[config.mk]
export PLATFORM = sky130hd
export DESIGN_NAME = bbc_fifo
export DESIGN_NICKNAME = d
export VERILOG_FILES = /design/src/rtl/core/bbc_fifo.sv
export SDC_FILE = /design/constraint.sdc
export NUM_CORES = 1
export LEC_CHECK = 0
export ABC_AREA = 1
export BUFFER_PORTS_ARGS = -buffer_cell sky130_fd_sc_hd__buf_2
export CORE_MARGIN = 4
export CORE_UTILIZATION = 40
export CTS_CLUSTER_SIZE = 40
export DETAILED_ROUTE_END_ITERATION = 16
export SYNTH_ARGS = -nofsm -noshare
export SYNTH_HDL_FRONTEND = slang
export SYNTH_SLANG_ARGS = --single-unit
[constraint.sdc]
create_clock -name clk -period 4.9 [get_ports clk]
set_input_delay 0.98 -clock clk [delete_from_list [all_inputs] [get_ports clk]]
set_output_delay 0.98 -clock clk [all_outputs]
set_load 0.01 [all_outputs]
[src/rtl/core/bbc_fifo.sv]
`timescale 1ns / 1ps
// Small synchronous queue in flip-flops with push/full and pop/empty sides.
module bbc_fifo #(
    parameter int WIDTH = 8,
    parameter int DEPTH = 4
) (
    input  logic             clk,
    input  logic             rst_n,
    input  logic             push,
    input  logic [WIDTH-1:0] push_data,
    output logic             full,
    input  logic             pop,
    output logic [WIDTH-1:0] pop_data,
    output logic             empty
);

    localparam int PTR_W = (DEPTH > 1) ? $clog2(DEPTH) : 1;
    localparam int CNT_W = $clog2(DEPTH + 1);

    logic [WIDTH-1:0] slot_reg [DEPTH];
    logic [PTR_W-1:0] wr_ptr_reg, wr_ptr_next;
    logic [PTR_W-1:0] rd_ptr_reg, rd_ptr_next;
    logic [CNT_W-1:0] count_reg, count_next;
    logic             do_push;
    logic             do_pop;

    assign full     = (count_reg == CNT_W'(DEPTH));
    assign empty    = (count_reg == '0);
    assign do_push  = push && !full;
    assign do_pop   = pop && !empty;
    assign pop_data = slot_reg[rd_ptr_reg];

    always_comb
    begin
        wr_ptr_next = wr_ptr_reg;
        rd_ptr_next = rd_ptr_reg;
        count_next  = count_reg;
        if (do_push)
        begin
            wr_ptr_next = (wr_ptr_reg == PTR_W'(DEPTH - 1)) ? '0 : wr_ptr_reg + 1'b1;
        end
        if (do_pop)
        begin
            rd_ptr_next = (rd_ptr_reg == PTR_W'(DEPTH - 1)) ? '0 : rd_ptr_reg + 1'b1;
        end
        case ({do_push, do_pop})
            2'b10:   count_next = count_reg + 1'b1;
            2'b01:   count_next = count_reg - 1'b1;
            default: count_next = count_reg;
        endcase
    end

    always_ff @(posedge clk or negedge rst_n)
    begin
        if (!rst_n)
        begin
            wr_ptr_reg <= '0;
            rd_ptr_reg <= '0;
            count_reg  <= '0;
        end
        else
        begin
            wr_ptr_reg <= wr_ptr_next;
            rd_ptr_reg <= rd_ptr_next;
            count_reg  <= count_next;
        end
    end

    always_ff @(posedge clk)
    begin
        if (do_push)
        begin
            slot_reg[wr_ptr_reg] <= push_data;
        end
    end

endmodule

* Word-level counts from Yosys, hierarchy flattened
Memories as Yosys holds them, arrays and structs flattened. Cells that the tools add are included.
Word-level totals: memories kept 1, input port bits 12, memory bits (writable) 32, output and inout port bits 10, flip-flop bits (word level) 7
Memories:
- slot_reg | depth 4, width 8, rd ports 1, clocked after memory_dff 0, write ports 1, RTL line 20 | logic [WIDTH-1:0] slot_reg [DEPTH];
Operators by class: reductions and logical operators 6, add/subtract/negate cells 4, eq/ne operators 5, multiplexer cells 5
Operators by type and width (count):
- 2-bit == test (second input constant) | 3
- 3-bit case mux with 2 select lines | 1
- 2-bit by 1-bit adder with 2-bit output (second input constant) | 2
- 2-bit 2-to-1 mux | 2
- 3-bit by 1-bit adder with 3-bit output (second input constant) | 1
- 3-bit == test (second input constant) | 1
- 3-bit zero test | 1
- 3-bit by 1-bit subtractor with 3-bit output (second input constant) | 1
- 2-bit by 1-bit == test with 1-bit output (second input constant) | 1
- 1-bit logical AND | 2
- 1-bit zero test | 2
- 1-bit 2-to-1 mux | 2
- 2-bit nonzero test | 1

* Depth between registers and ports, before layout
Gate-level depths: netlist (run 1).
depth after elaboration 5, mapped depth 12, depth with buffers taken out 12

* Least setup slack after synthesis (run 1)
OpenSTA, ideal clock, no wires.
path kind input -> register, start in pop, end reg count_reg[2], path slack 2.880 ns, buffers on the path 0, library setup time 0.117 ns, data arrival time 1.903 ns, stages on the path 9, path through nand2_1 -> inv_1 -> ha_1 -> inv_1 -> fa_1 -> nand2_1 -> nand3_1 -> nand2_1 -> nand2_1
On the way: longest elaborated chain between the ends 3, elaborated cells on any way between the ends 5, those cells by class 2 x eq/ne; 1 x mux; 2 x reduce/logical
Ends and longest elaborated chain:
- start: declaration | RTL line 12 | input logic pop,
- 1-bit logical AND (*) | RTL line 30 | assign do_pop = pop && !empty;
- named net do_pop | RTL line 25 | logic do_pop;
- 2-bit by 1-bit == test with 1-bit output or 2-bit == test (tied branches) | RTL line 46 | case ({do_push, do_pop})
- 3-bit case mux with 2 select lines or 2-bit nonzero test (tied branches)
- end signal: assignment | RTL line 65 | count_reg <= count_next;
- end: declaration | RTL line 23 | logic [CNT_W-1:0] count_reg, count_next;
Mark *: on every way through the listed nets, which the timed path passes. The rest lies on a longest branch. A chain may end at the register's enable or synchronous reset.

* Worst setup path after layout (run 1)
start reg rd_ptr_reg[0], end out pop_data[3]
On the way: longest elaborated chain between the ends 1
Ends and longest elaborated chain:
- start: declaration | RTL line 22 | logic [PTR_W-1:0] rd_ptr_reg, rd_ptr_next;
- start signal: assignment | RTL line 64 | rd_ptr_reg <= rd_ptr_next;
- memory 4 x 8 bit
- end: declaration | RTL line 13 | output logic [WIDTH-1:0] pop_data,
Every way passes these cells.

==> results of run 1 <==
==> path summary, 6_finish.rpt <==
check | startpoint | end | slack (ps) | cells after the start
worst max-delay path | rd_ptr_reg[0] | pop_data[3] | 2080 | 4
worst min-delay path | count_reg[0] | count_reg[0] | 480 | 1
worst max register to register | count_reg[0] | count_reg[2] | 3070 | 10
worst min register to register | count_reg[0] | count_reg[0] | 480 | 1
max in group asynchronous | rst_n | count_reg[2] | 4220 | 1
min in group asynchronous | rst_n | count_reg[1] | 520 | 1
==> power by group through the flow <==
stage	clock network, mW	logic (mW)	registers (mW)
CTS	0.314	0.397	0.530
global route	0.327	0.450	0.544
floorplan	0	0.348	0.480
detailed placement	0	0.396	0.536
global placement	0	0.376	0.529
finish	0.309	0.386	0.529
==> logic make-up after synthesis <==
| logic type | count (synthesis) |
|---|---|
| AND/OR/NAND/NOR | 53 |
| XOR/XNOR | 1 |
| buffers and inverters | 37 |
| AO/OA/AOI/OAI | 17 |
| flip-flops | 39 |
| adder cells (fa/ha/maj) | 7 |
==> metrics by stage <==
stage | hold WS (ps) | cell area, um^2 | setup WS (ps)
2_1_floorplan | 446 | 1770 | 2880
3_3_place_gp | 462 | 1890 | 2520
3_5_place_dp | 473 | 1890 | 2400
4_1_cts | 486 | 2020 | 2070
5_1_grt | 523 | 2020 | 1890
6_report | 482 | 2020 | 2080
==> cell usage after synthesis, types with 2 or more instances <==
cell type	number
buf_6	5
dfrtp_1	7
edfxtp_1	32
ha_1	6
inv_1	32
nand2_1	38
nand3_1	5
nand3_2	2
nor2_1	6
o211ai_1	15
==> per-layer routing <==
metal	track usage	wire (um)
met5	0	0
met4	0.0593	53
met3	0.0284	140
met2	0.227	1580
met1	0.149	1290
==> cell type report <==
| class | instances | area [um^2] |
|---|---|---|
| clock buffers | 6 | 72.6 |
| clock inverters | 2 | 60.1 |
| fillers | 398 | 2130 |
| inverters | 32 | 120 |
| multi-input cells | 78 | 462 |
| flip-flops and latches | 39 | 1140 |
| well taps | 50 | 62.6 |
| repair buffers | 21 | 105 |
==> worst register-to-register path, stage by stage, from the launching register on <==
cell and delay, ps:
dfrtp_1 390, inv_1 140, nand3_2 160, nand2_4 130
ha_1 170, inv_1 60, fa_1 370, nand2_1 100
nand3_1 80, nand2_1 60, nand2_1 50
==> run_results.csv, run 1 <==
group,metric,value,unit
power,swShare,0.346,
timing,hold_viol_final,0,
synth,synth.yosys.seq_area_share,0.640,
setup_path,critPathMaxFanout,35,
placed_design,dp_hpwl,2.18,mm
status,status,"complete, no violations",
power,fin_total_pwr,1.22,mW
clocking,cts_buffer_depth,2,
synth,yosysTopAreaCell,"edfxtp_1",
final_layout,fin_util,0.487,
floorplanning,fp.dieH,74.6,um
synth,synth_xor_area_frac,0.00494,
timing,max_freq,354,MHz
timing,worst_pin_slew,1040,ps
power,p_seq_frac,0.432,
power,p_leak,0.902,nW
synth,syn_inst,154,
clocking,htreeDepth,2,
final_layout,final_nets,196,
synth,synth_top_area_frac,0.542,
detailed_routing,drcViolationCount,0,
final_layout,final_cell_mix,"nand2_1 (38), inv_1 (32), edfxtp_1 (32)",
synth,postSynthAreaPerCell,11.5,um^2
setup_path,cpMostUsedCell,"nand2_1",
timing,finalMaxSlewViolations,0,
power,comb_power_share,0.315,
synth,synth_top_family_by_area,"simple AND/OR/NAND/NOR gates",
final_layout,antennaDiodeCount,0,
synth,synthAdderAreaFrac,0.0536,
synth,syn_nets,173,
final_layout,area_growth,13.8,%
global_routing,grt_max_degree,36,
final_layout,drive_gt1_frac,0.180,
power,intPower,0.801,mW
clocking,cts_sinks,39,
detailed_routing,postRouteAntennaNets,0,
clocking,root_buffer,"clkbuf_8",
clocking,cts_setup_buffers,0,
synth,synth-seq-cells,39,
timing,slew_headroom,0.304,
floorplanning,die-area,5570,um^2
power,p_switching,0.423,mW
detailed_routing,drt-initial-drc-count,47,
synth,synth-edff-count,32,
power,irDropWorstVdd,0.000238,V
synth,synth.area.top_cells,"edfxtp_1 (54%), dfrtp_1 (9.9%), nand2_1 (8.0%)",
setup_path,crit_family,"flip-flops",
timing,period_share,0.576,
placed_design,io_buffer_count,21,
final_layout,largest_register_ffs,32,
setup_path,start_kind,"flop",
timing,worst_clock_skew,5.62,ps
synth,ys_async_sr_fraction,0.179,
global_routing,grt_overflow,0,
timing,fin_crit,2820,ps
clocking,cts_tree,"done",
floorplanning,io_pins,22,
detailed_routing,wl,3.07,mm
floorplanning,die_x,74.6,um
placed_design,dp_cells,220,
power,clkPwrFrac,0.253,
clocking,numCtsBuffers,5,
synth,yosysWarnings,0,
synth,synthSimpleGateAreaFrac,0.128,
detailed_routing,routedWlPerCell,13.5,um
synth,synth_compound_area_frac,0.0733,
global_routing,grt_pass1_vias,1120,
global_routing,antenna_found_initial,0,
final_layout,stdcell_count,228,
setup_path,critPathKind,"reg2out",
power,p_per_area,606,nW/um^2
run,maxCapViolCount,0,
min_path,hold_class,"reg2reg",
setup_path,critPathBufInv,1,
global_routing,grt_pass1_wl,5.21,mm
timing,grt_setup_unrepaired,"false",
synth,synthFlopType,"edfxtp_1",
global_routing,grt_usage,0.129,
clocking,hold_buffers,0,
setup_path,cpPeakStageDelay,1040,ps
clocking,cts_resized,0,
floorplanning,core-area,4140,um^2
synth,synth_mux_area_frac,0,
detailed_routing,vias_per_cell,4.82,
setup_path,cp.required,3920,ps
clocking,clk_latency,280,ps
clocking,path_clk_slew,70,ps
synth,netlist_area,1770,um^2
timing,setup_tns,0,ps
synth,synth_cell_types,16,
final_layout,layout_commonest_cell,"nand2_1",
detailed_routing,num_vias,1098,
setup_path,critPathSlowestCell,"dfrtp_1",
floorplanning,rows,23,
detailed_routing,drtPass1Iterations,4,
timing,setup_viol_count_final,0,
floorplanning,initial_core_util,0.428,
setup_path,path_cells,"nand2_1 -> o211ai_1 -> nand2_1 -> buf_2",
setup_path,cp.arrival,1840,ps
placed_design,place.gp.congestion,0.747,
setup_path,critPathCaptureType,"output port",
Note: power is estimated with default switching activity, not from simulation.
==> run 2: changes to the inputs <==
clock period = 2.5 ns   (was 4.9 ns; I/O delays follow)
==> run 2 against run 1 <==
Effect of this change: combinational power increased by 120%; routed wire length decreased by 3.2%; die area unchanged; via count decreased by 2.0%; final area increased by 0.87%; critical path type unchanged; clock-buffer cell count decreased by 1; critical path depth unchanged; first-iteration DRC count increased by 13%; clock skew decreased by 1.7 ps; sequential power increased by 81%; non-clock buffer count increased by 5.
==> run_results.csv, run 2 (same netlist as run 1, synthesis figures left out) <==
group,metric,value,unit
setup_path,critPathKind,"reg2out",
clocking,hold_buffers,0,
clocking,root_buffer,"clkbuf_8",
timing,fin_crit,2000,ps
setup_path,critPathBufInv,2,
clocking,cts_buffer_depth,2,
floorplanning,die_x,74.6,um
setup_path,critPathSlowestCell,"dfrtp_1",
final_layout,antennaDiodeCount,0,
timing,worst_pin_slew,385,ps
power,p_seq_frac,0.412,
timing,finalMaxSlewViolations,0,
detailed_routing,vias_per_cell,4.62,
min_path,hold_class,"in2async",
setup_path,critPathMaxFanout,11,
final_layout,fin_util,0.491,
detailed_routing,wl,2.97,mm
clocking,cts_tree,"done",
timing,setup_viol_count_final,0,
timing,period_share,0.799,
placed_design,dp_cells,225,
floorplanning,core-area,4140,um^2
detailed_routing,routedWlPerCell,12.7,um
clocking,htreeDepth,2,
run,maxCapViolCount,0,
global_routing,grt_pass1_vias,1069,
timing,setup_tns,0,ps
global_routing,grt_overflow,0,
setup_path,crit_family,"flip-flops",
timing,grt_setup_unrepaired,"false",
floorplanning,rows,23,
global_routing,antenna_found_initial,0,
floorplanning,fp.dieH,74.6,um
clocking,path_clk_slew,70,ps
detailed_routing,num_vias,1076,
status,status,"complete, no violations",
final_layout,area_growth,14.7,%
setup_path,cpPeakStageDelay,580,ps
placed_design,place.gp.congestion,0.727,
floorplanning,initial_core_util,0.428,
power,p_switching,0.831,mW
floorplanning,die-area,5570,um^2
final_layout,final_cell_mix,"nand2_1 (38), inv_1 (32), edfxtp_1 (32)",
setup_path,cp.arrival,1500,ps
global_routing,grt_usage,0.122,
detailed_routing,drt-initial-drc-count,53,
clocking,numCtsBuffers,5,
power,clkPwrFrac,0.220,
timing,holdWs,37.4,ps
final_layout,drive_gt1_frac,0.208,
timing,slew_headroom,0.743,
final_layout,stdcell_count,233,
power,swShare,0.357,
power,p_leak,0.920,nW
setup_path,cp.required,2000,ps
floorplanning,io_pins,22,
setup_path,r2r_setup_slack,630,ps
clocking,cts_setup_buffers,0,
clocking,cts_resized,0,
timing,max_freq,501,MHz
timing,worst_clock_skew,3.89,ps
power,irDropWorstVdd,0.000509,V
final_layout,final_nets,201,
placed_design,dp_hpwl,2.09,mm
setup_path,path_cells,"inv_1 -> o211ai_1 -> nand2_1 -> buf_2",
clocking,cts_sinks,39,
power,intPower,1.50,mW
timing,hold_viol_final,0,
final_layout,layout_commonest_cell,"nand2_1",
power,comb_power_share,0.367,
placed_design,io_buffer_count,21,
clocking,clk_latency,290,ps
final_layout,largest_register_ffs,32,
setup_path,critPathCaptureType,"output port",
detailed_routing,postRouteAntennaNets,0,
power,fin_total_pwr,2.33,mW
detailed_routing,drtPass1Iterations,4,
power,p_per_area,1140,nW/um^2
global_routing,grt_max_degree,36,
detailed_routing,drcViolationCount,0,
setup_path,start_kind,"flop",
global_routing,grt_pass1_wl,4.82,mm
## run 2: path summary, 6_finish.rpt
| check | startpoint | end | depth (start not counted) |
|---|---|---|---|
| min in group clk | push_data[7] | slot_reg[1][7] | 1 |
| max in group asynchronous | rst_n | rd_ptr_reg[1] | 1 |
| max | rd_ptr_reg[1] | pop_data[3] | 4 |
| min | rst_n | wr_ptr_reg[0] | 1 |
| min reg2reg | count_reg[1] | count_reg[1] | 2 |
| max reg2reg | count_reg[0] | count_reg[2] | 10 |
## run 2: worst reg2reg max path, cell delays in order (launching register included)
cell and delay, ps:
dfrtp_1 400, inv_1 150, nand3_2 150, nand2_4 130, ha_1 180, inv_1 70, fa_1 380, nand2_1 110
nand3_1 80, nand2_1 60, nand2_1 40
## run 2: final cells by class
class / instances / area (um^2)
well taps: 50 / 62.6
multi-input cells: 78 / 462
fillers: 372 / 2110
inverters: 32 / 120
flip-flops and latches: 39 / 1140
repair buffers: 26 / 143
clock buffers: 5 / 68.8
clock inverters: 3 / 43.8
## run 2: routing by layer
layer / wire (um) / track usage / share of wire
met1: 1310 / 0.140 / 0.44
met2: 1500 / 0.208 / 0.51
met3: 126 / 0.0405 / 0.042
met4: 30 / 0.0514 / 0.010
met5: 0 / 0 / 0
## run 2: power by group through the flow
| stage | combinational, mW | clock, mW | sequential, mW |
|---|---|---|---|
| floorplan | 0.683 | 0 | 0.940 |
| global placement | 0.844 | 0 | 0.968 |
| CTS | 0.878 | 0.527 | 0.963 |
| global route | 0.996 | 0.561 | 0.977 |
| detailed placement | 0.873 | 0 | 0.977 |
| finish | 0.855 | 0.513 | 0.960 |
## run 2: stage by stage
| stage | worst slack, ps | cell area, um^2 |
|---|---|---|
| global placement | 751 | 1920 |
| CTS | 461 | 2040 |
| detailed placement | 648 | 1920 |
| finish | 503 | 2040 |
| floorplan | 836 | 1770 |
| global route | 329 | 2040 |
