===== config.mk =====
export PLATFORM = sky130hd
export DESIGN_NAME = bbc_front
export DESIGN_NICKNAME = d
export VERILOG_FILES = /design/src/rtl/core/bbc_pkg.sv /design/src/rtl/core/bbc_front.sv
export SDC_FILE = /design/constraint.sdc
export NUM_CORES = 1
export LEC_CHECK = 0
export BUFFER_PORTS_ARGS = -buffer_cell sky130_fd_sc_hd__buf_2
export CORE_AREA = 2 2 112 114
export DETAILED_ROUTE_END_ITERATION = 12
export DIE_AREA = 0 0 114 116
export PLACE_DENSITY = 0.76
export SKIP_LAST_GASP = 1
export SYNTH_ARGS = -nofsm -noshare
export SYNTH_HDL_FRONTEND = slang
export SYNTH_SLANG_ARGS = --single-unit

===== constraint.sdc =====
create_clock -name clk -period 5.5 [get_ports clk]
set_clock_uncertainty 0.05 [all_clocks]
set_input_delay 0.55 -clock clk [delete_from_list [all_inputs] [get_ports clk]]
set_output_delay 0.55 -clock clk [all_outputs]
set_load 0.1 [all_outputs]

===== src/rtl/core/bbc_pkg.sv =====
`timescale 1ns / 1ps
// Shared constants, types and helper functions of the 3x3 box blur core.
package bbc_pkg;

    localparam int CHAN_W      = 8;
    localparam int PIX_W       = 3 * CHAN_W;
    localparam int WIDTH_REG_W = 11;
    localparam int HEIGHT_W    = 16;
    localparam int ROW_W       = HEIGHT_W + 1;
    localparam int CFG_IDX_W   = 1;
    localparam int CFG_DATA_W  = 16;

    localparam logic [WIDTH_REG_W-1:0] RESET_IMAGE_WIDTH  = 11'd640;
    localparam logic [HEIGHT_W-1:0]    RESET_IMAGE_HEIGHT = 16'd480;

    localparam logic [CFG_IDX_W-1:0] REG_IMAGE_WIDTH  = 1'b0;
    localparam logic [CFG_IDX_W-1:0] REG_IMAGE_HEIGHT = 1'b1;

    localparam logic CMD_PIXEL = 1'b0;
    localparam logic CMD_DRAIN = 1'b1;

    localparam int DEF_MAX_ROW_PIXELS = 1024;
    localparam int OP_QUEUE_DEPTH     = 4;
    localparam int OUT_QUEUE_DEPTH    = 4;

    localparam int CNT_W       = 4;
    localparam int SUM_W       = 12;
    localparam int RECIP_W     = 17;
    localparam int RECIP_SHIFT = 16;
    localparam int PROD_W      = SUM_W + RECIP_W;

    typedef struct packed {
        logic [PIX_W-1:0] pix;
        logic             emit;
        logic             last;
        logic             top;
        logic             bottom;
        logic             left;
        logic             right;
        logic [CNT_W-1:0] n;
    } op_t;

    typedef struct packed {
        logic [CHAN_W-1:0] red;
        logic [CHAN_W-1:0] green;
        logic [CHAN_W-1:0] blue;
        logic              frame_end;
    } result_t;

    function automatic logic [CNT_W-1:0] pixel_count(input logic top, input logic bottom,
                                                     input logic left, input logic right);
        logic [CNT_W-1:0] rows;
        logic [CNT_W-1:0] cols;
        rows = CNT_W'(1) + CNT_W'(top) + CNT_W'(bottom);
        cols = CNT_W'(1) + CNT_W'(left) + CNT_W'(right);
        return CNT_W'(rows * cols);
    endfunction

    // Rounded-up reciprocal 2^16 / n; exact for every sum that n pixels can give.
    function automatic logic [RECIP_W-1:0] recip(input logic [CNT_W-1:0] n);
        logic [RECIP_W-1:0] r;
        case (n)
            4'd1:    r = 17'd65536;
            4'd2:    r = 17'd32768;
            4'd3:    r = 17'd21846;
            4'd4:    r = 17'd16384;
            4'd6:    r = 17'd10923;
            4'd9:    r = 17'd7282;
            default: r = 17'd65536;
        endcase
        return r;
    endfunction

endpackage


===== src/rtl/core/bbc_front.sv =====
`timescale 1ns / 1ps
// Front end: configuration registers, frame position counters and item classification.
module bbc_front #(
    parameter int MAX_ROW_PIXELS = bbc_pkg::DEF_MAX_ROW_PIXELS,
    localparam int COL_W = (MAX_ROW_PIXELS > 1) ? $clog2(MAX_ROW_PIXELS) : 1
) (
    input  logic                           clk,
    input  logic                           rst_n,
    input  logic                           cfg_write,
    input  logic [bbc_pkg::CFG_IDX_W-1:0]  cfg_index,
    input  logic [bbc_pkg::CFG_DATA_W-1:0] cfg_data,
    input  logic                           push,
    input  logic                           cmd,
    input  logic [bbc_pkg::CHAN_W-1:0]     red_in,
    input  logic [bbc_pkg::CHAN_W-1:0]     green_in,
    input  logic [bbc_pkg::CHAN_W-1:0]     blue_in,
    output logic                           full,
    output logic                           op_push,
    output bbc_pkg::op_t                   op,
    output logic [COL_W-1:0]               op_col,
    input  logic                           op_full
);

    import bbc_pkg::*;

    localparam int W_W = $clog2(MAX_ROW_PIXELS + 1);

    logic [WIDTH_REG_W-1:0] width_reg;
    logic [HEIGHT_W-1:0]    height_reg;
    logic [COL_W-1:0]       in_col_reg, in_col_next;
    logic [ROW_W-1:0]       in_row_reg, in_row_next;
    logic [COL_W-1:0]       out_col_reg, out_col_next;
    logic [HEIGHT_W-1:0]    out_row_reg, out_row_next;
    logic [1:0]             pend_reg, pend_next;

    logic [W_W-1:0]      w_eff;
    logic [HEIGHT_W-1:0] h_eff;
    logic [W_W-1:0]      in_col_inc;
    logic [W_W-1:0]      out_col_inc;
    logic                inputs_done;
    logic                win_ready;
    logic                take;
    logic                emit;
    logic                top, bottom, left, right, last;

    always_comb
    begin
        if (width_reg == '0)
        begin
            w_eff = W_W'(1);
        end
        else if (32'(width_reg) > MAX_ROW_PIXELS)
        begin
            w_eff = W_W'(MAX_ROW_PIXELS);
        end
        else
        begin
            w_eff = W_W'(width_reg);
        end
    end

    assign h_eff       = (height_reg == '0) ? HEIGHT_W'(1) : height_reg;
    assign inputs_done = (in_row_reg >= ROW_W'(h_eff));
    assign win_ready   = (in_row_reg >= ROW_W'(2)) ||
                         ((in_row_reg == ROW_W'(1)) && (in_col_reg != '0));

    // While a drain tick still needs extra shifts, no new item is taken.
    assign full = op_full || (pend_reg != 2'd0);
    assign take = push && !full;

    always_comb
    begin
        op_push = 1'b0;
        if (pend_reg != 2'd0)
        begin
            op_push = !op_full;
        end
        else if (take)
        begin
            op_push = ((cmd == CMD_PIXEL) && !inputs_done) ||
                      ((cmd == CMD_DRAIN) && inputs_done);
        end
    end

    assign emit        = op_push && win_ready;
    assign in_col_inc  = W_W'(in_col_reg) + 1'b1;
    assign out_col_inc = W_W'(out_col_reg) + 1'b1;
    assign top         = (out_row_reg != '0);
    assign bottom      = (ROW_W'(out_row_reg) + 1'b1) < ROW_W'(h_eff);
    assign left        = (out_col_reg != '0);
    assign right       = (out_col_inc < w_eff);
    assign last        = !bottom && !right;

    always_comb
    begin
        op.pix    = ((pend_reg != 2'd0) || (cmd == CMD_DRAIN)) ? '0 : {red_in, green_in, blue_in};
        op.emit   = win_ready;
        op.last   = last;
        op.top    = top;
        op.bottom = bottom;
        op.left   = left;
        op.right  = right;
        op.n      = pixel_count(top, bottom, left, right);
        op_col    = in_col_reg;
    end

    always_comb
    begin
        pend_next = pend_reg;
        if (pend_reg != 2'd0)
        begin
            if (!op_full)
            begin
                pend_next = (win_ready || (pend_reg == 2'd2)) ? 2'd0 : pend_reg + 1'b1;
            end
        end
        else if (take && (cmd == CMD_DRAIN) && inputs_done && !win_ready)
        begin
            pend_next = 2'd1;
        end

        in_col_next  = in_col_reg;
        in_row_next  = in_row_reg;
        out_col_next = out_col_reg;
        out_row_next = out_row_reg;
        if (op_push)
        begin
            if (in_col_inc == w_eff)
            begin
                in_col_next = '0;
                in_row_next = in_row_reg + 1'b1;
            end
            else
            begin
                in_col_next = COL_W'(in_col_inc);
            end
            if (emit)
            begin
                if (last)
                begin
                    in_col_next  = '0;
                    in_row_next  = '0;
                    out_col_next = '0;
                    out_row_next = '0;
                end
                else if (!right)
                begin
                    out_col_next = '0;
                    out_row_next = out_row_reg + 1'b1;
                end
                else
                begin
                    out_col_next = COL_W'(out_col_inc);
                end
            end
        end

        // A register write restarts the frame position.
        if (cfg_write)
        begin
            pend_next    = 2'd0;
            in_col_next  = '0;
            in_row_next  = '0;
            out_col_next = '0;
            out_row_next = '0;
        end
    end

    always_ff @(posedge clk or negedge rst_n)
    begin
        if (!rst_n)
        begin
            width_reg   <= RESET_IMAGE_WIDTH;
            height_reg  <= RESET_IMAGE_HEIGHT;
            in_col_reg  <= '0;
            in_row_reg  <= '0;
            out_col_reg <= '0;
            out_row_reg <= '0;
            pend_reg    <= 2'd0;
        end
        else
        begin
            if (cfg_write)
            begin
                case (cfg_index)
                    REG_IMAGE_WIDTH:  width_reg  <= cfg_data[WIDTH_REG_W-1:0];
                    REG_IMAGE_HEIGHT: height_reg <= cfg_data[HEIGHT_W-1:0];
                    default:          ;
                endcase
            end
            in_col_reg  <= in_col_next;
            in_row_reg  <= in_row_next;
            out_col_reg <= out_col_next;
            out_row_reg <= out_row_next;
            pend_reg    <= pend_next;
        end
    end

endmodule


## Yosys cells after proc, flatten, opt, wreduce, memory -nomap -nowiden

Cells that the tools add are included.

| cells by class | value |
|---|---|
| add/subtract/negate cells | 10 |
| multiply operators | 1 |
| $lt $le $gt $ge | 5 |
| eq/ne operators | 5 |
| muxes and demuxes | 31 |
| bitwise gates (word level) | 2 |
| reduce and logical (&&, ||, !) cells | 34 |

Operators with widths:

| kind | count |
|---|---|
| 10-bit two-way mux | 10 |
| 16-bit two-way mux | 6 |
| 17-bit two-way mux | 5 |
| 24-bit two-way mux | 1 |
| 10-bit by 1-bit adder with 11-bit output (second input constant) | 2 |
| 11-bit two-way mux | 2 |
| 10-bit nonzero test | 2 |
| 16-bit by 1-bit adder with 17-bit output (second input constant) | 1 |
| 17-bit by 1-bit adder with 17-bit output (second input constant) | 1 |
| 17-bit by 1-bit equality test with 1-bit output (second input constant) | 1 |
| 17-bit by 16-bit >= comparator with 1-bit output | 1 |
| 17-bit by 2-bit >= comparator with 1-bit output (second input constant) | 1 |
| 17-bit by 16-bit less-than comparator with 1-bit output | 1 |
| 16-bit by 1-bit adder with 16-bit output (second input constant) | 1 |
| 16-bit logical NOT | 1 |
| 16-bit nonzero test | 1 |
| 11-bit equality test | 1 |
| 11-bit greater-than comparator (second input constant) | 1 |
| 11-bit logical NOT | 1 |
| 11-bit less-than comparator | 1 |
| 2-bit two-way mux | 5 |
| 1-bit logical AND | 9 |
| 2-bit AND reduction | 4 |
| 2-bit by 1-bit adder with 3-bit output | 2 |
| 13 further kinds | 27 |

| storage, ports and cells | value |
|---|---|
| flip-flop bits (word level) | 82 |
| input port bits | 47 |
| output and inout port bits | 46 |
| logic and storage cells | 95 |

## Depth between registers and ports, before layout

Gate-level depths: netlist of run 1.

| logic depth | value |
|---|---|
| depth after elaboration | 12 |
| depth in mapped cells | 21 |

## Worst setup path before layout of run 1

OpenSTA, ideal clock, no wires.

| timing | value |
|---|---|
| kind | register -> output |
| start | register out_row_reg[0] |
| end | output op[0] (netlist name) |
| arrival time | 4.473 ns |
| required time | 4.900 ns |
| setup slack | 0.427 ns |
| stages on the path, launching flop included | 18 |
| path buffers | 1 |
| path through | dfrtp_1 ha_1 nand3_1 nor2_1 and3_1 and3_1 clkbuf_1 nand3_1 xnor2_1 ha_1 nand3_1 nor2_1 a311o_1 a31oi_1 and3_1 inv_1 ha_1 nor2_1 |

RTL lines:

| element | RTL line | text |
|---|---|---|
| start, declared | bbc_front.sv:33 | `logic [HEIGHT_W-1:0] out_row_reg, out_row_next;` |
| start signal, assigned | bbc_front.sv:194 | `out_row_reg <= out_row_next;` |
| end, declared | bbc_front.sv:19 | `output bbc_pkg::op_t op,` |

==> summary.md, run 1 <==
| Metric | Value |
|---|---|
| Mapped Area | 0.00628 mm2 |
| CP top delay family | simple AND/OR/NAND/NOR gates |
| Final Util | 60.1% |
| Max cap viols | 0 |
| FP Rows | 40 |
| RSZ-0062 raised after global routing | yes |
| Synth unique cells | 78 |
| Max stage delay on crit path | 460 ps |
| Post-Route WL | 16.2 mm |
| Largest fanout on the critical path | 7 |
| Synth Register Bits | 82 |
| Post-cts resize count | 0 |
| Core ar. | 0.0119 mm2 |
| Clock Pin Slew Worst Setup and Hold Paths | 60 ps |
| Clock Tree Root | clkbuf_16 |
| Design Power | 1790 uW |
| WS Path Type | reg -> out |
| Critical path buffer and inverter count | 2 |
| GRT Overall Usage | 25.1% |
| Total CTS buffers | 9 |
| DR vias/cell | 6.02 |
| CTS tree | yes |
| Post-synthesis sequential area ratio | 32.8% |
| Initial antenna violation count | 0 |
| Area Overhead vs Synth | 14.0% |
| DP Wirelength | 12.4 mm |
| Largest register FFs | 17 |
| Worst path most repeated cell | ha_1 |
| Crit start category | register |
| Async S/R FF share, synth | 100% |
| Synth Instances | 698 |
| Hold Fails Final Rpt | 0 |
| Worst min path class | in -> async |
| Final Net Count | 881 |
| Clk_lat worst skew | 340 ps |
| Worst Setup End Kind | primary output |
| DR pass1 iterations | 5 |
| Worst slew margin | 29.8% |
| Worst Tran Pin Value | 1050 ps |
| Die footprint | 0.0132 mm2 |
| Part of the cycle the worst path needs | 95.2% |
| Initial Utilization | 52.7% |
| Cts hold-fix bufs | 0 |
| Max Fclk | 191 MHz |
| Largest net degree at the start of global routing | 83 |
| Setup Fix Bufs, Post-CTS | 0 |
| Post-Route Setup TNS | 0 ps |
| CP arrival | 4640 ps |
| Initial drt markers | 384 |
| Wire length of the first global-routing pass | 26.4 mm |
| Die X | 114 um |
| Boundary pin count | 93 |
| Share of cells above drive strength 1 | 21.2% |
| Peak VDD IR | 0.000204 V |
| Number of flops mapped to enable cells by yosys | 0 |
| Port bufs | 92 |
| Power density over the cells | 250 mW/mm2 |
| CP required | 4900 ps |
| Max Transition Viols Final | 0 |
| Inst Count DP | 914 |
| Leak pwr | 0.00347 uW |
| H-tree levels | 3 |
| Synth Net Count | 801 |
| Die Y | 116 um |
| Dominant register cell in the synthesized netlist | dfrtp_1 |
| CTS Buffer Depth | 2 |
| Critical path, cell by cell | ha_1, nand3_1, nor2_1, and3_1, and3_2, nand3_1, xnor2_1, ha_1, nand4_1, nor2_1, a311o_1, a31oi_1, and3_1, inv_1, ha_1, nor2_1, ha_1, ha_1, buf_6 |
| Wire per inst | 17.5 um |
| Critical path's slowest cell | dfrtp_1 |
| Vias in the first global route | 5370 |
| Final Critical Period | 5240 ps |
| Vias | 5596 |
| Synth warn | 0 |
| Number of fill cells in the layout | 1013 |
| Status | finished, final reports clean |
| Final ANT Viol Nets | 0 |
| Mean Syn Cell Area | 9.00 um2 |
| Residual DRC | 0 |
| Non-Filler Instances | 929 |
| Final setup viols | 0 |
| Clk sinks | 82 |
| Grt total ovfl | 0 |
| Final weighted congestion in routability-driven placement | 0.894 |
| Inserted Diodes | 0 |
-- final timing paths --
check | slack, ps | endpoint | depth (start not counted) | from
worst max-delay path | 260 | op[2] | 19 | out_row_reg[0]$_DFFE_PN0P_
worst min-delay path | 360 | in_row_reg[13]$_DFFE_PN0P_ | 1 | rst_n
worst max register to register | 850 | in_row_reg[9]$_DFFE_PN0P_ | 18 | out_row_reg[0]$_DFFE_PN0P_
worst min register to register | 480 | height_reg[0]$_DFFE_PN0P_ | 1 | height_reg[0]$_DFFE_PN0P_
max in group asynchronous | 4380 | out_col_reg[7]$_DFFE_PN0P_ | 1 | rst_n
min in group clk | 400 | height_reg[14]$_DFFE_PN0P_ | 2 | cfg_data[14]
-- area by class of cell --
cell class              instances  area (um2)  share of cell area [%]
clock buffers                  10         229                    3.20
clock inverters                 5         104                    1.45
inverters                      46         173                    2.41
multi-input cells             543        3910                    54.6
flip-flops and latches         82        2060                    28.8
well taps                     147         184                    2.57
repair buffers                 96         504                    7.04
-- cells in the mapped netlist, drive strengths merged, types with 4 or more instances --
library cell	n	area, um2
clkbuf	12	45.0
a32o	4	40.0
xor2	12	105
dfrtp	76	1900
buf	15	104
nor2b	4	25.0
a21oi	18	90.1
nand4	10	77.6
nor3	17	85.1
a31oi	7	65.1
nand3	39	213
or3	8	50.1
mux2i	13	130
xnor2	16	140
nor2	39	146
inv	44	165
and2	27	169
and4	6	52.6
and3	15	93.8
o31ai	9	72.6
nand2	75	282
a21o	10	75.1
nor4b	5	58.8
mux2	26	293
nand2b	21	131
ha	56	701
dfstp	6	158
nor4	15	119
o21ai	36	180
a211oi	6	50.1
-- metrics by stage --
stage / setup WS [ps] / cell area (um2) / hold WS (ps)
3_5_place_dp: 495 / 6810 / 463
4_1_cts: 104 / 7150 / 387
3_3_place_gp: 623 / 6810 / 441
2_1_floorplan: 427 / 6280 / 204
5_1_grt: -73.6 / 7160 / 401
6_report: 262 / 7160 / 356
-- layout by cell type (no fill, tap or decap), types with 5 or more instances in the layout --
cell type,n
a21o_1,10
a21oi_1,18
a31oi_1,5
and2_1,27
and3_1,14
and4_1,6
buf_2,88
buf_4,6
clkbuf_16,9
dfrtp_1,76
dfstp_2,6
ha_1,56
inv_1,40
mux2_2,26
mux2i_1,13
nand2_1,75
nand2b_1,21
nand3_1,37
nand4_1,9
nor2_1,39
nor3_1,17
nor4_1,11
o21ai_0,30
o21ai_1,6
o31ai_1,8
or3_1,8
xnor2_1,16
xor2_1,12
-- power breakdown --
| group | total, uW | internal [uW] | switching [uW] |
|---|---|---|---|
| clock | 685 | 441 | 244 |
| combinational | 421 | 130 | 291 |
| sequential | 680 | 641 | 39.1 |
| total | 1790 | 1210 | 574 |
-- worst register-to-register path: stages, from the launching register on --
cell      delay, ps
dfrtp_1         460
ha_1            260
nand3_1         160
nor2_1          160
and3_1          260
and3_2          270
nand3_1         110
xnor2_1         240
ha_1            290
nand4_1         100
nor2_1           70
a311o_1         360
a31oi_1         180
a31o_1          380
inv_2           180
a31oi_4         520
buf_4           300
nand2b_1         70
mux2i_1         130
-- kinds of logic after synthesis --
family	count (synthesis)	synth area share [%]
buffers and inverters	73	5.12
AO/OA/AOI/OAI	127	14.7
multiplexers	39	6.73
AND/OR/NAND/NOR	292	25.3
adder cells (fa/ha/maj)	56	11.2
XOR/XNOR	29	4.26
flip-flops	82	32.8
-- metal layers --
layer	vias up	wire length [um]	GRT usage [%]
met5	-	0	0
met4	0	348	8.86
met3	26	794	3.92
met2	167	7650	41.7
met1	2733	7450	33.7
li1	2670	-	-
No activity file was read; power rests on OpenSTA's default activity.
==> run 2, diff against run 1 <==
--- a/config.mk
+++ b/config.mk
@@ -6,10 +6,12 @@
 export NUM_CORES = 1
 export LEC_CHECK = 0
 export BUFFER_PORTS_ARGS = -buffer_cell sky130_fd_sc_hd__buf_2
-export CORE_AREA = 2 2 112 114
+export CELL_PAD_IN_SITES_DETAIL_PLACEMENT = 0
+export CELL_PAD_IN_SITES_GLOBAL_PLACEMENT = 2
+export CORE_AREA = 2 2 136 138
 export DETAILED_ROUTE_END_ITERATION = 12
-export DIE_AREA = 0 0 114 116
-export PLACE_DENSITY = 0.76
+export DIE_AREA = 0 0 138 140
+export PLACE_DENSITY = 0.82
 export SKIP_LAST_GASP = 1
 export SYNTH_ARGS = -nofsm -noshare
 export SYNTH_HDL_FRONTEND = slang
==> run 2 against run 1 <==
  * Core utilization is 19 points lower
  * Largest cell class unchanged
  * Sequential share of layout area is 0.30 points lower
  * Critical path depth stayed put
  * Combinational power is 1% lower
  * Sequential cell count stayed put
  * Fmax is 1.2% higher
  * Global-route usage is 6.9 points lower
  * Design area is 1.2% higher
==> summary.md, run 2 (synthesis gave the netlist of run 1 again) <==
| Metric | Value |
|---|---|
| Status | finished, final reports clean |
| Boundary pin count | 93 |
| Post-Route Setup TNS | 0 ps |
| Internal | 1130 uW |
| Worst min path class | in -> async |
| Wire per inst | 17.2 um |
| Crit start category | register |
| DR vias/cell | 5.41 |
| Worst Tran Pin Value | 1120 ps |
| Clock Pin Slew Worst Setup and Hold Paths | 70 ps |
| Most common cell after layout, fill and taps aside | buf_2 |
| Initial Utilization | 35.3% |
| RSZ-0062 raised after global routing | no |
| Vias in the first global route | 5377 |
| Part of the cycle the worst path needs | 94.1% |
| CP top delay family | simple AND/OR/NAND/NOR gates |
| Leak pwr | 0.00346 uW |
| DP Wirelength | 13.3 mm |
| Residual DRC | 0 |
| Clock Tree Root | clkbuf_16 |
| Grt total ovfl | 0 |
| Final weighted congestion in routability-driven placement | 0.880 |
| Area Overhead vs Synth | 15.3% |
| Max stage delay on crit path | 420 ps |
| Largest fanout on the critical path | 5 |
| Worst slew margin | 25.6% |
| Clk_lat worst skew | 360 ps |
| Critical path's slowest cell | dfrtp_1 |
| Die footprint | 0.0193 mm2 |
| Final setup viols | 0 |
| Logic pwr share | 23.9% |
| Switching pwr | 616 uW |
| Sequential Power Share | 39.2% |
| Setup Fix Bufs, Post-CTS | 0 |
| H-tree levels | 3 |
| Worst path most repeated cell | ha_1 |
| Initial antenna violation count | 0 |
| Max cap viols | 0 |
| CTS Buffer Depth | 2 |
| FP Rows | 49 |
| Wire length of the first global-routing pass | 28.5 mm |
| Total CTS buffers | 9 |
| Switch share | 35.3% |
| DR pass1 iterations | 4 |
| Vias | 5474 |
| CP required | 4900 ps |
| CTS tree | yes |
| Die Y | 140 um |
| Port bufs | 92 |
| GRT Overall Usage | 18.2% |
| Peak VDD IR | 0.000164 V |
| Largest register FFs | 17 |
| Most frequent cells in the layout | buf_2 (89), nand2_1 (75), dfrtp_1 (74) |
| Core ar. | 0.0178 mm2 |
| Final Critical Period | 5180 ps |
| Largest net degree at the start of global routing | 83 |
| Critical path buffer and inverter count | 2 |
| Design Power | 1740 uW |
| Share of cells above drive strength 1 | 22.0% |
| Power density over the cells | 241 mW/mm2 |
| Clk network pwr share | 36.9% |
| Clk sinks | 82 |
| Final Net Count | 881 |
| Die X | 138 um |
| WS Path Type | reg -> out |
| Hold Fails Final Rpt | 0 |
| Worst Setup End Kind | primary output |
| Final ANT Viol Nets | 0 |
| Critical path, cell by cell | ha_1, nand3_1, nor2_1, and3_2, and3_2, nand3_1, xnor2_2, ha_1, nand4_1, nor2_1, a311o_1, a31oi_1, and3_1, inv_1, ha_1, nor2_1, ha_1, ha_1, buf_6 |
| CP arrival | 4580 ps |
| Post-Route WL | 17.4 mm |
| Initial drt markers | 280 |
| Max Transition Viols Final | 0 |
| Inserted Diodes | 0 |
| Max Fclk | 193 MHz |
[run 2: cell count changes in the layout (fill, tap and decap cells not counted), sizes merged]
| cell | before | now |
|---|---|---|
| bufinv | 3 | 1 |
| clkbuf | 11 | 10 |
| clkinv | 4 | 2 |
| clkinvlp | 0 | 1 |
| inv | 44 | 49 |
[run 2: what timing repair did]
item / CTS / global route
hold buffers: 0 / 0
setup endpoints to repair: 0 / 3
resized for setup: 0 / 9
[run 2: final timing paths]
kind | start | end | slack (ps) | cells after the start
hold / removal | rst_n | out_col_reg[5]$_DFFE_PN0P_ | 340 | 1
setup / recovery | out_row_reg[1]$_DFFE_PN0P_ | op[2] | 320 | 19
hold reg to reg | pend_reg[0]$_DFFE_PN0P_ | pend_reg[0]$_DFFE_PN0P_ | 470 | 2
setup reg to reg | out_row_reg[1]$_DFFE_PN0P_ | in_row_reg[6]$_DFFE_PN0P_ | 900 | 18
max in group asynchronous | rst_n | out_row_reg[0]$_DFFE_PN0P_ | 4270 | 1
min in group clk | cfg_data[14] | height_reg[14]$_DFFE_PN0P_ | 370 | 2
[run 2: worst reg2reg max path: stages, from the launching register on]
cell and delay, ps:
dfrtp_1 420, ha_1 260, nand3_1 180, nor2_1 170, and3_2 260, and3_2 260, nand3_1 130, xnor2_2 160
ha_1 320, nand4_1 110, nor2_1 80, a311o_1 350, a31oi_1 190, a31o_1 390, inv_2 180, a31oi_4 510
buf_4 290, nand2_1 70, mux2i_1 140
[run 2: layout make-up]
cell class                 count  area, um2
fill                        1838      10500
timing repair buffer          96        502
sequential                    82       2060
clock inverter                 7       81.3
inverter                      46        173
tap                          229        287
clock buffer                   9        225
multi-input combinational    543       3920
[run 2: routing by layer]
layer | share of wire [%] | global-route usage (%) | wire (um)
met2 | 49 | 31.2 | 8580
met5 | 0 | 0 | 0
met3 | 2.9 | 2.19 | 506
met1 | 46 | 23.8 | 8010
met4 | 1.9 | 6.55 | 325
[run 2: power groups by stage]
stage	combinational, uW	sequential, uW	clock, uW
floorplan	320	680	0
global placement	411	691	0
detailed placement	417	694	0
CTS	419	683	666
global route	453	689	687
finish	416	684	645
[run 2: through the flow]
stage	cell area, um2	hold slack, ps	instances	setup WS [ps]	util [%]
CTS	7220	366	1012	12.9	40.6
detailed placement	6920	451	996	407	38.9
floorplan	6280	204	698	427	-
global route	7240	377	1012	15.3	40.7
finish	7240	341	1012	323	40.7
global placement	6920	444	996	534	38.9
==> run 3, diff against run 2 <==
--- a/config.mk
+++ b/config.mk
@@ -12,6 +12,7 @@
 export DETAILED_ROUTE_END_ITERATION = 12
 export DIE_AREA = 0 0 138 140
 export PLACE_DENSITY = 0.82
+export SETUP_SLACK_MARGIN = 0.4
 export SKIP_LAST_GASP = 1
 export SYNTH_ARGS = -nofsm -noshare
 export SYNTH_HDL_FRONTEND = slang
==> run 3 against run 2 <==
  * Power is 0.58% higher
  * Global-route usage is 0.080 points higher
  * Register-to-register slack better by 60 ps
  * Cell count is 0.69% higher
  * Sequential power hardly changed
  * Largest cell class unchanged
  * Largest power group unchanged
==> summary.md, run 3 (synthesis gave the netlist of run 1 again) <==
| Metric | Value |
|---|---|
| Total CTS buffers | 9 |
| Die X | 138 um |
| Critical Path Sink | op[2] |
| Final Net Count | 888 |
| Status | finished, final reports clean |
| Final WS setup | 539 ps |
| Final Critical Period | 4960 ps |
| CTS Buffer Depth | 2 |
| Final weighted congestion in routability-driven placement | 0.880 |
| Post-Route Setup TNS | 0 ps |
| Number of fill cells in the layout | 1838 |
| Part of the cycle the worst path needs | 90.2% |
| Initial antenna violation count | 0 |
| Grt total ovfl | 0 |
| Largest fanout on the critical path | 5 |
| Worst min path class | in -> async |
| Vias | 5487 |
| Clk sinks | 82 |
| Power density over the cells | 238 mW/mm2 |
| Share of cells above drive strength 1 | 24.3% |
| Clock Tree Root | clkbuf_16 |
| Initial drt markers | 322 |
| Crit start category | register |
| Worst slew margin | 26.1% |
| Clk_lat worst skew | 360 ps |
| H-tree levels | 3 |
| Final setup viols | 0 |
| WS Path Type | reg -> out |
| Max Transition Viols Final | 0 |
| DR vias/cell | 5.38 |
| Design Power | 1750 uW |
| Largest net degree at the start of global routing | 83 |
| R2R Setup Slk | 960 ps |
| Area Overhead vs Synth | 17.6% |
| RSZ-0062 raised after global routing | no |
| Die footprint | 0.0193 mm2 |
| Max cap viols | 0 |
| Die Y | 140 um |
| FP Rows | 49 |
| Final ANT Viol Nets | 0 |
| Port bufs | 92 |
| Inserted Diodes | 0 |
| Residual DRC | 0 |
| Worst Setup End Kind | primary output |
| Pre-CTS setup slack | 407 ps |
| Core ar. | 0.0178 mm2 |
| Vias in the first global route | 5405 |
| Largest register FFs | 17 |
| Most common cell after layout, fill and taps aside | buf_2 |
| Max Fclk | 202 MHz |
| Wire per inst | 17.3 um |
| Initial Utilization | 35.3% |
| CP required | 4900 ps |
| CP arrival | 4360 ps |
| Reg area | 0.00206 mm2 |
| Worst Tran Pin Value | 1110 ps |
| Worst R2R End | in_row_reg[6]$_DFFE_PN0P_ |
| Peak VDD IR | 0.000164 V |
| GRT Overall Usage | 18.3% |
| DR pass1 iterations | 5 |
| Leak pwr | 0.00350 uW |
| Worst reg2reg startpoint | out_row_reg[4]$_DFFE_PN0P_ |
| R2r worst-path depth | 20 |
| Boundary pin count | 93 |
| CTS tree | yes |
| Most frequent cells in the layout | buf_2 (88), nand2_1 (75), dfrtp_1 (73) |
| Post-Route WL | 17.6 mm |
| Wire length of the first global-routing pass | 28.7 mm |
| Clock Pin Slew Worst Setup and Hold Paths | 70 ps |
| Critical Path Start | out_row_reg[4]$_DFFE_PN0P_ |
| Area of the multi-input gates | 0.00399 mm2 |
| Hold Fails Final Rpt | 0 |
| DP Wirelength | 13.3 mm |
==> run 3: cell types whose count changed in the layout (fill, tap and decap cells not counted), sizes merged <==
cell and change:
buf +8, clkbuf -1
==> run 3: area by class of cell <==
class / count / share of cell area, %
inverters: 46 / 2.34
flip-flops and latches: 82 / 27.9
multi-input cells: 543 / 54.0
well taps: 229 / 3.88
repair buffers: 103 / 7.66
clock buffers: 9 / 3.05
clock inverters: 7 / 1.10
==> run 3: how the worst min path moves through the flow <==
stage,cells after the start,slack (ps),start,to
2_1_floorplan,0,200,rst_n,height_reg[0]$_DFFE_PN0P_
3_3_place_gp,2,440,pend_reg[1]$_DFFE_PN0P_,pend_reg[1]$_DFFE_PN0P_
3_5_place_dp,2,450,pend_reg[0]$_DFFE_PN0P_,pend_reg[0]$_DFFE_PN0P_
4_1_cts,2,370,cfg_data[14],height_reg[14]$_DFFE_PN0P_
5_1_grt,2,380,cfg_data[14],height_reg[14]$_DFFE_PN0P_
6_report,1,340,rst_n,out_col_reg[5]$_DFFE_PN0P_
==> run 3: critical path, cell delays in order, from the launching register on <==
cell     delay [ps]
dfrtp_1         440
nand3_2         130
nor2_4          150
and3_4          220
and3_2          230
and2_4          160
nand2_1          60
xor2_1          190
inv_1            70
ha_1            320
nand4_1         110
nor2_1           80
a311o_1         370
a31oi_2         180
and3_4          220
inv_1            40
ha_1            280
nor2_1           50
ha_1            190
ha_1            320
buf_12          180
==> run 3: through the flow <==
step | utilization [%] | cell area [um2] | std cells | hold slack [ps]
final | 41.5 | 7380 | 1019 | 336
after global routing | 41.5 | 7380 | 1019 | 379
after CTS | 41.0 | 7290 | 1015 | 366
after detailed placement | 38.9 | 6920 | 996 | 451
after global placement | 38.9 | 6920 | 996 | 444
after floorplan | - | 6280 | 698 | 204
==> run 3: where the power goes <==
group	internal (uW)	switching, uW	leakage (uW)
combinational	134	292	0.00228
clock	360	285	0.000148
sequential	641	42.1	0.00107
total	1140	619	0.00350
==> run 3: timing repair <==
action	CTS	global route
pin swaps	1	3
buffers inserted	3	4
hold buffers	0	0
setup endpoints to repair	3	4
gates resized for setup	14	14
==> run 3: metal layers <==
metal  share of wire [%]  vias to the layer above  global-route usage (%)
met5                   0                        -                       0
met4                 1.4                        0                    6.18
met3                 3.0                       17                    2.09
met2                  50                      116                    31.6
met1                  46                     2672                    23.9
li1                    -                     2682                       -
